==> config.mk <==
export PLATFORM = sky130hd
export DESIGN_NAME = battery_median_voltage_filter
export DESIGN_NICKNAME = d
export VERILOG_FILES = /design/src/rtl/core/bmvf_pkg.sv /design/src/rtl/core/battery_median_voltage_filter.sv /design/src/rtl/core/bmvf_window.sv /design/src/rtl/core/bmvf_mul.sv
export SDC_FILE = /design/constraint.sdc
export NUM_CORES = 2
export LEC_CHECK = 0
export BUFFER_PORTS_ARGS = -buffer_cell sky130_fd_sc_hd__buf_2
export CORE_AREA = 5 5 250 252
export DETAILED_ROUTE_END_ITERATION = 10
export DIE_AREA = 0 0 255 257
export PLACE_DENSITY = 0.81
export RECOVER_POWER = 25
export SLEW_MARGIN = 25
export SYNTH_ARGS = -nofsm -noshare
export SYNTH_HDL_FRONTEND = slang
export SYNTH_SLANG_ARGS = --single-unit
==> constraint.sdc <==
create_clock -name clock -period 9.1 [get_ports clock]
set_input_delay 0.455 -clock clock [delete_from_list [all_inputs] [get_ports clock]]
set_output_delay 0.455 -clock clock [all_outputs]
set_load 0.005 [all_outputs]
==> src/rtl/core/bmvf_pkg.sv <==
// shared constants and types for the battery median voltage filter
`timescale 1ns / 1ps

package bmvf_pkg;

   localparam int WINDOW_LEN  = 5;
   localparam int ADC_BITS    = 12;
   localparam int SLOT_W      = $clog2(WINDOW_LEN);
   localparam int CNT_W       = $clog2(WINDOW_LEN + 1);
   localparam int MEDIAN_RANK = WINDOW_LEN / 2;

   localparam int MV_W     = 15;
   localparam int MV_IN_W  = 16;
   localparam int SCALE_W  = 24;
   localparam int OFFSET_W = 16;
   localparam int VOLT_W   = 16;
   localparam int TALLY_W  = 32;
   localparam int STATUS_W = 2;

   // shared multiplier: one operand is cut into slices of this width
   localparam int MUL_A_W  = 20;
   localparam int MUL_P_W  = MUL_A_W + SCALE_W;
   localparam int P1_W     = MV_W + SCALE_W;
   localparam int PROD_W   = P1_W + SCALE_W;
   localparam int SUM_W    = PROD_W + 1;
   localparam int FRAC_W   = 32;
   localparam int SCALED_W = SUM_W - FRAC_W;
   localparam int RES_W    = SCALED_W + 1;

   localparam logic [ADC_BITS-1:0] FULL_SCALE = {ADC_BITS{1'b1}};

   localparam logic [STATUS_W-1:0] ST_VALID     = 2'd0;
   localparam logic [STATUS_W-1:0] ST_FILLING   = 2'd1;
   localparam logic [STATUS_W-1:0] ST_ERROR     = 2'd2;
   localparam logic [STATUS_W-1:0] ST_SATURATED = 2'd3;

   localparam int CSR_IDX_W = 2;
   localparam int CSR_DATA_W = 24;
   localparam logic [CSR_IDX_W-1:0] CSR_CAL_READY = 2'd0;
   localparam logic [CSR_IDX_W-1:0] CSR_DIVIDER   = 2'd1;
   localparam logic [CSR_IDX_W-1:0] CSR_GAIN      = 2'd2;
   localparam logic [CSR_IDX_W-1:0] CSR_OFFSET    = 2'd3;

   typedef struct packed {
      logic              clear;
      logic              write;
      logic [SLOT_W-1:0] slot;
      logic [MV_W-1:0]   data;
      logic [SLOT_W-1:0] cand_idx;
   } win_ctl_type;

   typedef struct packed {
      logic [MV_W-1:0] cand_value;
      logic            is_median;
   } win_stat_type;

endpackage

==> src/rtl/core/battery_median_voltage_filter.sv <==
// battery median voltage filter: sequencer, counters, config and result register
// result: error, full-scale and filling samples give a result in the cycle after the
//   transfer; a full window goes through one rank step per window entry, 3 multiplier
//   passes, sum and result steps before the result shows
// flow: one sample at a time; the next transfer waits until the result has been taken
// reset: synchronous; clears window, counters, last values and config to defaults
`timescale 1ns / 1ps

module battery_median_voltage_filter import bmvf_pkg::*; (
   input  logic                  clock,
   input  logic                  reset,
   input  logic                  csr_we,
   input  logic [CSR_IDX_W-1:0]  csr_index,
   input  logic [CSR_DATA_W-1:0] csr_wdata,
   input  logic                  req_valid,
   output logic                  req_ready,
   input  logic [ADC_BITS-1:0]   req_raw_code,
   input  logic                  req_read_failed,
   input  logic signed [MV_IN_W-1:0] req_calibrated_mv,
   input  logic                  req_calibration_failed,
   output logic                  rsp_valid,
   input  logic                  rsp_ready,
   output logic [STATUS_W-1:0]   rsp_status,
   output logic [VOLT_W-1:0]     rsp_voltage_mv,
   output logic [CNT_W-1:0]      rsp_valid_samples,
   output logic [TALLY_W-1:0]    rsp_errors_seen,
   output logic [TALLY_W-1:0]    rsp_saturations_seen,
   output logic [ADC_BITS-1:0]   rsp_last_raw_code,
   output logic [MV_W-1:0]       rsp_last_good_mv
);

   typedef enum logic [7:0] {
      S_IDLE    = 8'b0000_0001,
      S_RANK    = 8'b0000_0010,
      S_MUL_DIV = 8'b0000_0100,
      S_MUL_LO  = 8'b0000_1000,
      S_MUL_HI  = 8'b0001_0000,
      S_SUM     = 8'b0010_0000,
      S_RESULT  = 8'b0100_0000,
      S_OUT     = 8'b1000_0000
   } state_type;

   function automatic logic [TALLY_W-1:0] sat_inc(input logic [TALLY_W-1:0] v);
      return (v == {TALLY_W{1'b1}}) ? v : v + TALLY_W'(1);
   endfunction

   state_type state_ff, state_in;

   logic                       cal_ready_ff;
   logic [SCALE_W-1:0]         divider_ff;
   logic [SCALE_W-1:0]         gain_ff;
   logic signed [OFFSET_W-1:0] offset_ff;

   logic [CNT_W-1:0]    fill_ff, fill_in, fill_next;
   logic [SLOT_W-1:0]   slot_ff, slot_in;
   logic [TALLY_W-1:0]  err_ff, err_in;
   logic [TALLY_W-1:0]  sat_ff, sat_in;
   logic [ADC_BITS-1:0] recent_raw_ff, recent_raw_in;
   logic [MV_W-1:0]     recent_mv_ff, recent_mv_in;

   logic [STATUS_W-1:0] status_ff, status_in;
   logic [VOLT_W-1:0]   volt_ff, volt_in;
   logic [SLOT_W-1:0]   cand_ff, cand_in;
   logic [MV_W-1:0]     median_ff, median_in;
   logic [P1_W-1:0]     p1_ff, p1_in;
   logic [MUL_P_W-1:0]  lo_ff, lo_in;
   logic [SCALED_W-1:0] scaled_ff, scaled_in;

   logic [SUM_W-1:0]        prod_sum;
   logic signed [RES_W-1:0] res;

   win_ctl_type        win_ctl;
   win_stat_type       win_stat;
   logic [MUL_A_W-1:0] mul_a;
   logic [SCALE_W-1:0] mul_b;
   logic [MUL_P_W-1:0] mul_p;

   bmvf_window u_window (
      .clock (clock),
      .reset (reset),
      .ctl   (win_ctl),
      .stat  (win_stat)
   );

   bmvf_mul u_mul (
      .clock (clock),
      .mul_a (mul_a),
      .mul_b (mul_b),
      .mul_p (mul_p)
   );

   always_ff @(posedge clock) begin
      if (reset) begin
         cal_ready_ff <= 1'b0;
         divider_ff   <= SCALE_W'(65536);
         gain_ff      <= SCALE_W'(65536);
         offset_ff    <= '0;
      end else if (csr_we) begin
         case (csr_index)
            CSR_CAL_READY: cal_ready_ff <= csr_wdata[0];
            CSR_DIVIDER:   divider_ff   <= csr_wdata[SCALE_W-1:0];
            CSR_GAIN:      gain_ff      <= csr_wdata[SCALE_W-1:0];
            CSR_OFFSET:    offset_ff    <= csr_wdata[OFFSET_W-1:0];
            default: ;
         endcase
      end
   end

   always_comb begin
      state_in      = state_ff;
      fill_in       = fill_ff;
      slot_in       = slot_ff;
      err_in        = err_ff;
      sat_in        = sat_ff;
      recent_raw_in = recent_raw_ff;
      recent_mv_in  = recent_mv_ff;
      status_in     = status_ff;
      volt_in       = volt_ff;
      cand_in       = cand_ff;
      median_in     = median_ff;
      p1_in         = p1_ff;
      lo_in         = lo_ff;
      scaled_in     = scaled_ff;
      win_ctl       = '0;
      mul_a         = '0;
      mul_b         = '0;
      fill_next     = (fill_ff < CNT_W'(WINDOW_LEN)) ? fill_ff + CNT_W'(1) : fill_ff;
      prod_sum      = SUM_W'(lo_ff) + (SUM_W'(mul_p) << MUL_A_W)
                      + (SUM_W'(1) << (FRAC_W - 1));
      res           = $signed({1'b0, scaled_ff}) + RES_W'(offset_ff);

      case (state_ff)
         S_IDLE: begin
            if (req_valid) begin
               state_in  = S_OUT;
               volt_in   = '0;
               status_in = ST_ERROR;
               if (!cal_ready_ff) begin
                  err_in        = sat_inc(err_ff);
                  win_ctl.clear = 1'b1;
                  fill_in       = '0;
                  slot_in       = '0;
               end else begin
                  recent_raw_in = req_raw_code;
                  if (req_read_failed) begin
                     err_in        = sat_inc(err_ff);
                     win_ctl.clear = 1'b1;
                     fill_in       = '0;
                     slot_in       = '0;
                  end else if (req_raw_code >= FULL_SCALE) begin
                     sat_in        = sat_inc(sat_ff);
                     status_in     = ST_SATURATED;
                     win_ctl.clear = 1'b1;
                     fill_in       = '0;
                     slot_in       = '0;
                  end else if (req_calibration_failed || req_calibrated_mv[MV_IN_W-1]) begin
                     err_in        = sat_inc(err_ff);
                     win_ctl.clear = 1'b1;
                     fill_in       = '0;
                     slot_in       = '0;
                  end else begin
                     recent_mv_in  = req_calibrated_mv[MV_W-1:0];
                     win_ctl.write = 1'b1;
                     win_ctl.slot  = slot_ff;
                     win_ctl.data  = req_calibrated_mv[MV_W-1:0];
                     slot_in       = (slot_ff == SLOT_W'(WINDOW_LEN - 1)) ?
                                     '0 : slot_ff + SLOT_W'(1);
                     fill_in       = fill_next;
                     if (fill_next < CNT_W'(WINDOW_LEN)) begin
                        status_in = ST_FILLING;
                     end else begin
                        cand_in  = '0;
                        state_in = S_RANK;
                     end
                  end
               end
            end
         end
         S_RANK: begin
            win_ctl.cand_idx = cand_ff;
            if (win_stat.is_median) begin
               median_in = win_stat.cand_value;
            end
            if (cand_ff == SLOT_W'(WINDOW_LEN - 1)) begin
               state_in = S_MUL_DIV;
            end else begin
               cand_in = cand_ff + SLOT_W'(1);
            end
         end
         S_MUL_DIV: begin
            mul_a    = MUL_A_W'(median_ff);
            mul_b    = divider_ff;
            state_in = S_MUL_LO;
         end
         S_MUL_LO: begin
            // median times divider is back; split it across two gain passes
            p1_in    = mul_p[P1_W-1:0];
            mul_a    = mul_p[MUL_A_W-1:0];
            mul_b    = gain_ff;
            state_in = S_MUL_HI;
         end
         S_MUL_HI: begin
            lo_in    = mul_p;
            mul_a    = MUL_A_W'(p1_ff[P1_W-1:MUL_A_W]);
            mul_b    = gain_ff;
            state_in = S_SUM;
         end
         S_SUM: begin
            // rounded half up to whole millivolts
            scaled_in = prod_sum[SUM_W-1:FRAC_W];
            state_in  = S_RESULT;
         end
         S_RESULT: begin
            state_in = S_OUT;
            if (res[RES_W-1]) begin
               err_in        = sat_inc(err_ff);
               win_ctl.clear = 1'b1;
               fill_in       = '0;
               slot_in       = '0;
               status_in     = ST_ERROR;
               volt_in       = '0;
            end else begin
               status_in = ST_VALID;
               volt_in   = (|res[RES_W-2:VOLT_W]) ? {VOLT_W{1'b1}} : res[VOLT_W-1:0];
            end
         end
         S_OUT: begin
            if (rsp_ready) begin
               state_in = S_IDLE;
            end
         end
         default: begin
            state_in = S_IDLE;
         end
      endcase
   end

   always_ff @(posedge clock) begin
      if (reset) begin
         state_ff      <= S_IDLE;
         fill_ff       <= '0;
         slot_ff       <= '0;
         err_ff        <= '0;
         sat_ff        <= '0;
         recent_raw_ff <= '0;
         recent_mv_ff  <= '0;
      end else begin
         state_ff      <= state_in;
         fill_ff       <= fill_in;
         slot_ff       <= slot_in;
         err_ff        <= err_in;
         sat_ff        <= sat_in;
         recent_raw_ff <= recent_raw_in;
         recent_mv_ff  <= recent_mv_in;
      end
   end

   always_ff @(posedge clock) begin
      status_ff <= status_in;
      volt_ff   <= volt_in;
      cand_ff   <= cand_in;
      median_ff <= median_in;
      p1_ff     <= p1_in;
      lo_ff     <= lo_in;
      scaled_ff <= scaled_in;
   end

   assign req_ready            = (state_ff == S_IDLE);
   assign rsp_valid            = (state_ff == S_OUT);
   assign rsp_status           = status_ff;
   assign rsp_voltage_mv       = volt_ff;
   assign rsp_valid_samples    = fill_ff;
   assign rsp_errors_seen      = err_ff;
   assign rsp_saturations_seen = sat_ff;
   assign rsp_last_raw_code    = recent_raw_ff;
   assign rsp_last_good_mv     = recent_mv_ff;

   a_fill_bound: assert property (@(posedge clock) disable iff (reset)
      fill_ff <= CNT_W'(WINDOW_LEN))
      else $error("window fill count above window length");

   a_slot_tracks_fill: assert property (@(posedge clock) disable iff (reset)
      (fill_ff < CNT_W'(WINDOW_LEN)) |-> (CNT_W'(slot_ff) == fill_ff))
      else $error("write slot out of step with fill count");

   a_busy_after_transfer: assert property (@(posedge clock) disable iff (reset)
      (req_valid && req_ready) |=> !req_ready)
      else $error("input taken again before result transfer");

   a_valid_needs_full: assert property (@(posedge clock) disable iff (reset)
      (rsp_valid && rsp_status == ST_VALID) |-> (rsp_valid_samples == CNT_W'(WINDOW_LEN)))
      else $error("voltage reported without a full window");

   a_fault_clears: assert property (@(posedge clock) disable iff (reset)
      (rsp_valid && (rsp_status == ST_ERROR || rsp_status == ST_SATURATED))
      |-> (rsp_valid_samples == '0 && rsp_voltage_mv == '0))
      else $error("fault result left window or voltage set");

endmodule

==> src/rtl/core/bmvf_window.sv <==
// sample window ring with one-candidate-per-cycle rank compare
`timescale 1ns / 1ps

module bmvf_window import bmvf_pkg::*; (
   input  logic         clock,
   input  logic         reset,
   input  win_ctl_type  ctl,
   output win_stat_type stat
);

   logic [MV_W-1:0]  win_ff [WINDOW_LEN];
   logic [MV_W-1:0]  cand;
   logic [CNT_W-1:0] rank;

   always_ff @(posedge clock) begin
      if (reset || ctl.clear) begin
         for (int i = 0; i < WINDOW_LEN; i++) begin
            win_ff[i] <= '0;
         end
      end else if (ctl.write) begin
         win_ff[ctl.slot] <= ctl.data;
      end
   end

   // stable rank: smaller entries, plus equal entries at lower slots
   always_comb begin
      cand = win_ff[ctl.cand_idx];
      rank = '0;
      for (int j = 0; j < WINDOW_LEN; j++) begin
         if ((win_ff[j] < cand) ||
             ((win_ff[j] == cand) && (SLOT_W'(j) < ctl.cand_idx))) begin
            rank = rank + CNT_W'(1);
         end
      end
   end

   assign stat.cand_value = cand;
   assign stat.is_median  = (rank == CNT_W'(MEDIAN_RANK));

endmodule

==> src/rtl/core/bmvf_mul.sv <==
// shared registered multiplier for the scaling steps
`timescale 1ns / 1ps

module bmvf_mul import bmvf_pkg::*; (
   input  logic               clock,
   input  logic [MUL_A_W-1:0] mul_a,
   input  logic [SCALE_W-1:0] mul_b,
   output logic [MUL_P_W-1:0] mul_p
);

   logic [MUL_P_W-1:0] prod_ff;

   always_ff @(posedge clock) begin
      prod_ff <= MUL_P_W'(mul_a) * MUL_P_W'(mul_b);
   end

   assign mul_p = prod_ff;

endmodule

### Yosys cells after proc, flatten, opt, wreduce, memory -nomap -nowiden

Memory sizes are Yosys's and may differ from the RTL's.
Index checks and enable logic that the tools add are counted.

* bits in registers: 365
* bits in latches: 0
* RAM bits: 75
* memory bits (read-only): 0
* input port bits: 61
* output and inout port bits: 114
* word-level logic and storage cells: 194
* memories kept: 1

* $add $sub $neg: 12
* multipliers: 1
* div/mod/pow operators: 0
* magnitude comparators: 13
* eq/ne operators: 33
* shift operators: 0
* muxes and demuxes: 80
* bitwise gates (word level): 4
* reductions and logical operators: 31

Memory list
* u_window.win_ff: depth 5, width 15, rd ports 6, clocked after Yosys merged registers in 0, wr ports 5, RTL line bmvf_window.sv:11 `logic [MV_W-1:0] win_ff [WINDOW_LEN];`

Operator list (count)
* 32-bit two-way mux: 7
* 19-bit two-way mux: 5
* 3-bit two-way mux: 26
* 15-bit equality test: 5
* 15-bit less-than comparator: 5
* 32-bit by 1-bit adder with 32-bit output (second input constant): 2
* 44-bit by 64-bit adder with 64-bit output: 1
* 64-bit by 32-bit adder with 64-bit output (second input constant): 1
* 32-bit equality test (second input constant): 2
* 8-bit two-way mux: 8
* 32-bit case mux with 2 select lines: 1
* 8-bit case mux with 8 select lines: 1
* 20-bit case mux with 3 select lines: 1
* 16-bit two-way mux: 3
* 24-bit case mux with 2 select lines: 1
* 20-bit by 24-bit multiplier with 44-bit output: 1
* 33-bit by 16-bit adder with 33-bit output: 1
* 16-bit case mux with 2 select lines: 1
* 20-bit two-way mux: 1
* 3-bit by 1-bit adder with 3-bit output (second input constant): 6
* 3-bit case mux with 2 select lines: 3
* 2-bit != test (second input constant): 8
* 16-bit OR reduction: 1
* 15-bit two-way mux: 1
* 37 further kinds: 82

### Logic depth before layout (Yosys ltp)

An unclocked memory read counts as a cell.

* word-level depth: 17
* depth in mapped cells: 34
* gate-level depth less buffers: 31

### Modules after synthesis

Synthesis repeated with hierarchy kept, for this count alone.

* cells, all modules: 3911
* area total of the unflattened synthesis: 38150.3 µm²

By module, submodules not included
* bmvf_mul: times used 1, cells an instance 1830, area each 16605.9 µm², sequential area each 880.8 µm²
* battery_median_voltage_filter: times used 1, cells an instance 1565, area each 14571.5 µm², sequential area each 6736.5 µm²
* bmvf_window: times used 1, cells an instance 516, area each 6972.9 µm², sequential area each 3603.5 µm²

### Worst setup path before layout

OpenSTA, ideal clock, no wires.

* path kind: register to register
* start: reg state_ff[7]
* end: reg u_mul.prod_ff[36], in the netlist u_mul.mul_p[36]
* library setup time: 0.062 ns
* arrival time: 8.292 ns
* required time: 9.038 ns
* path slack: 0.746 ns
* cell stages (with the launch flop): 31
* buffers on the path: 3
* period minus slack after synthesis: 8.354 ns
* path through: dfxtp_1 -> nor2_1 -> nand2_1 -> or3_1 -> nor3b_2 -> clkbuf_1 -> buf_2 -> nand2_1 -> nand2_1 -> clkbuf_1 -> nand2_1 -> fa_1 -> inv_1 -> fa_1 -> fa_1 -> fa_1 -> fa_1 -> fa_1 -> inv_1 -> fa_1 -> inv_1 -> ha_1 -> a21oi_1 -> o21ai_0 -> a31oi_1 -> o211ai_1 -> o211a_1 -> o21ai_1 -> a21boi_0 -> or4b_1 -> nand3_1

* cells in the longest elaborated chain, start to end: 4
* elaborated cells on any way between the ends: 7
* those cells by class: mul (1); eq/ne (3); mux (2); reduce/logical (1)

Ends and longest elaborated chain
* start, declared: RTL line battery_median_voltage_filter.sv:47 `state_type state_ff, state_in;`
* start signal, assigned: RTL line battery_median_voltage_filter.sv:248 `state_ff <= state_in;`
* 8-bit by 5-bit equality test with 1-bit output / 8-bit by 4-bit equality test with 1-bit output (equally long branches): RTL line battery_median_voltage_filter.sv:132 `case (state_ff)`
* 2-bit OR reduction (no source line)
* 24-bit case mux with 2 select lines: RTL line battery_median_voltage_filter.sv:132
* 20-bit by 24-bit multiplier with 44-bit output (*): RTL line bmvf_mul.sv:14 `prod_ff <= MUL_P_W'(mul_a) * MUL_P_W'(mul_b);`
* end signal, assigned: RTL line bmvf_mul.sv:14
* end, declared: RTL line bmvf_mul.sv:11 `logic [MUL_P_W-1:0] prod_ff;`

Every way passes the cells marked *; elsewhere a longest branch is shown, timed or not.
A chain may end at the register's enable or synchronous reset.

### Worst setup path in the final report

* start: reg state_ff[0]
* end: reg u_mul.prod_ff[36], in the netlist u_mul.mul_p[36]

Same word-level chain as after synthesis.

==> flow_summary_export.csv <==
group,metric,value,unit
min_path,min_path_type,"in -> reg",
logic_synthesis,ys_top_cells_by_area,"fa_1 21%, edfxtp_1 18%, dfxtp_1 11%",
worst_setup_path,slowest_stage,"fa_1",
clock_network,clkTransAtPathRegs,0.06,ns
clock_network,worstSkewPairLatency,0.59,ns
clock_network,h-tree-depth,2,
detailed_routing,wl_per_cell,22.4,µm
final_layout,drive_gt1_frac,0.0767,
clock_network,cts_tree,"done",
logic_synthesis,syn_area,38000,µm²
worst_setup_path,worstSetupStartpointType,"flip-flop",
worst_setup_path,path_class,"reg -> reg",
timing,drv_slew,203,
clock_network,clockBufferDepth,3,
timing,fin_crit_sh,0.963,
global_route,grt_max_degree,113,
timing,hold_viol,0,
worst_setup_path,slowest_delay,0.58,ns
flow_run,max-cap-violations,3,
global_route,grt_usage,0.342,
worst_setup_path,path_max_fanout,15,
placed_design,post_dp_cell_area,39900,µm²
timing,post-route-min-period,8.76,ns
floorplan,std_cell_rows,90,
status,violations,"max-capacitance violations, max-slew violations",
final_layout,fill_cells,4693,
logic_synthesis,synth_flop_cell,"edfxtp_1",
final_layout,multiInputGateArea,24300,µm²
timing,fmax,114,MHz
logic_synthesis,ys_ff_latch,445,
floorplan,dieArea,65500,µm²
logic_synthesis,synthDistinctLibCells,88,
global_route,gr-total-overflow,0,
detailed_routing,vias,30800,
floorplan,dieWidth,255,µm
clock_network,root_buffer,"clkbuf_16",
final_layout,area_delta_synth_final,8.79,%
timing,grt_setup_unrepaired,"false",
detailed_routing,routed_wirelength,113000,µm
floorplan,start_util,0.634,
timing,setup_viol,0,
floorplan,core-area,59900,µm²
logic_synthesis,yosysTopAreaCell,"fa_1",
power,p_total,4.38,mW
final_layout,final_nets,4997,
detailed_routing,drtIter0Drc,2798,
global_route,antenna_found_initial,3,
floorplan,io_pins,175,
timing,maxSlewHeadroom,-2.32,
placed_design,hpwl,89500,µm
logic_synthesis,ys_warn_count,0,
timing,worst_pin_slew,4.98,ns
clock_network,cts_buffers,45,
clock_network,clock_sinks,445,
power,powerDensity,106,nW/µm²
timing,fin_hold_ws,0.117,ns
worst_setup_path,cpMostUsedCell,"fa_1",
detailed_routing,first_pass_iters,6,
logic_synthesis,synth_edf_count,231,
logic_synthesis,async_reset_ff_frac,0,
placed_design,globalplace.congestion,1.03,
status,status,"finished, violations left",
timing,setup-tns-final,0,ns
global_route,grt_pass1_wl,175000,µm
logic_synthesis,synth.top_cell.area_share,0.207,
worst_setup_path,crit_path_end_kind,"flip-flop",
timing,fin_worst_skew,0.0268,ns
logic_synthesis,post_synth.cell_area_avg,9.32,µm²
final_layout,regArea,11200,µm²
logic_synthesis,synthTopCellsByCount,"595 x nand2_1, 507 x inv_1, 393 x fa_1, 366 x nor2_1, 318 x ha_1",
detailed_routing,drc,0,
final_layout,design_area,41300,µm²
detailed_routing,final_antenna_net_count,0,
power,ir_drop,139,µV
worst_setup_path,required,9.63,ns
floorplan,die_y,257,µm
worst_setup_path,arrival,9.29,ns
global_route,grt_pass1_vias,31100,
detailed_routing,vias_per_cell,6.11,
logic_synthesis,yosysMostFrequentCell,"nand2_1",
logic_synthesis,synth_seq_area_share,0.295,
placed_design,numPortBuffers,174,
power,p_leak,18.5,nW
logic_synthesis,synth_nets,4850,
logic_synthesis,syn_inst,4078,
[kinds of logic after synthesis]
group,after synthesis,synth area share
compound gates,668,0.112
xor+xnor,115,0.0265
fa+ha+maj,711,0.312
buf+inv,671,0.0676
flops,445,0.295
mux,49,0.0132
simple gates,1419,0.173
[layout by cell type (no fill, tap or decap), types with 44 or more instances in the layout]
| cell type | netlist | routed |
|---|---|---|
| nand2_1 | 595 | 593 |
| inv_1 | 507 | 506 |
| fa_1 | 393 | 393 |
| nor2_1 | 366 | 365 |
| ha_1 | 318 | 318 |
| a21oi_1 | 261 | 261 |
| edfxtp_1 | 231 | 231 |
| dfxtp_1 | 214 | 214 |
| buf_2 | 13 | 107 |
| and2_1 | 100 | 91 |
| o21ai_0 | 87 | 86 |
| clkbuf_1 | 137 | 83 |
| buf_4 | 1 | 82 |
| xnor2_1 | 71 | 71 |
| a21o_1 | 66 | 66 |
| nand3_1 | 64 | 64 |
| nand4_1 | 48 | 48 |
| clkbuf_16 | 0 | 46 |
| xor2_1 | 44 | 44 |
[layout make-up]
cell class,count,share of cell area
multi-input cells,2962,0.587
flip-flops and latches,445,0.272
inverters,509,0.0462
repair buffers,262,0.0361
clock buffers,62,0.0298
well taps,782,0.0237
clock inverters,22,0.00524
diodes,2,0.000121
[repair_timing]
item,in CTS,in global routing
buffers inserted,0,3
hold buffers,0,0
resized for setup,0,24
setup endpoints to repair,0,17
[sequential cells by signal, indices dropped and copies added (netlist names)]
name	cells
rsp_status	2
scaled_ff	32
u_window.win_ff	120
cal_ready_ff	1
rsp_errors_seen	32
state_ff	8
cand_ff	3
u_mul.mul_p	44
rsp_last_good_mv	15
rsp_voltage_mv	16
median_ff	15
lo_ff	24
rsp_last_raw_code	12
offset_ff	16
slot_ff	3
rsp_saturations_seen	32
gain_ff	24
rsp_valid_samples	3
divider_ff	24
p1_ff	19
[where the power goes]
part           switching (mW)  internal (mW)
combinational           0.225          0.134
sequential             0.0331           2.14
clock                   0.824           1.02
total                    1.08           3.30
[metrics by stage]
step / util / worst slack (ns) / instances
floorplan: - / 0.746 / 4078
global placement: 0.666 / 0.203 / 4955
detailed placement: 0.666 / 0.104 / 4956
CTS: 0.690 / 0.0661 / 5040
global route: 0.690 / 0.00412 / 5046
finish: 0.690 / 0.340 / 5046
[metal layers]
layer	GRT usage	vias to the layer above	wire [µm]
met5	0	-	0
met4	0.157	0	6290
met3	0.0610	330	9470
met2	0.565	1499	54300
met1	0.440	15100	43100
li1	-	13900	-
[final timing paths]
path | start | end | slack [ns] | cells past startpoint
hold reg to reg | rsp_last_raw_code[8]$_SDFFE_PP0P_ | rsp_last_raw_code[8]$_SDFFE_PP0P_ | 0.46 | 2
setup / recovery | state_ff[0]$_SDFFE_PP1P_ | u_mul.mul_p[36]$_DFF_P_ | 0.34 | 28
hold / removal | req_raw_code[8] | rsp_last_raw_code[8]$_SDFFE_PP0P_ | 0.12 | 3
setup reg to reg | state_ff[0]$_SDFFE_PP1P_ | u_mul.mul_p[36]$_DFF_P_ | 0.34 | 28
[critical path: cells and delay by family (launching register included)]
family,cells,cell delay (ns)
flip-flops,1,0.35
AO/OA/AOI/OAI,8,1.90
AND/OR/NAND/NOR,8,1.98
buffers and inverters,4,0.41
adder cells (fa/ha/maj),8,4.04
Note: power is estimated with default switching activity, not from simulation.
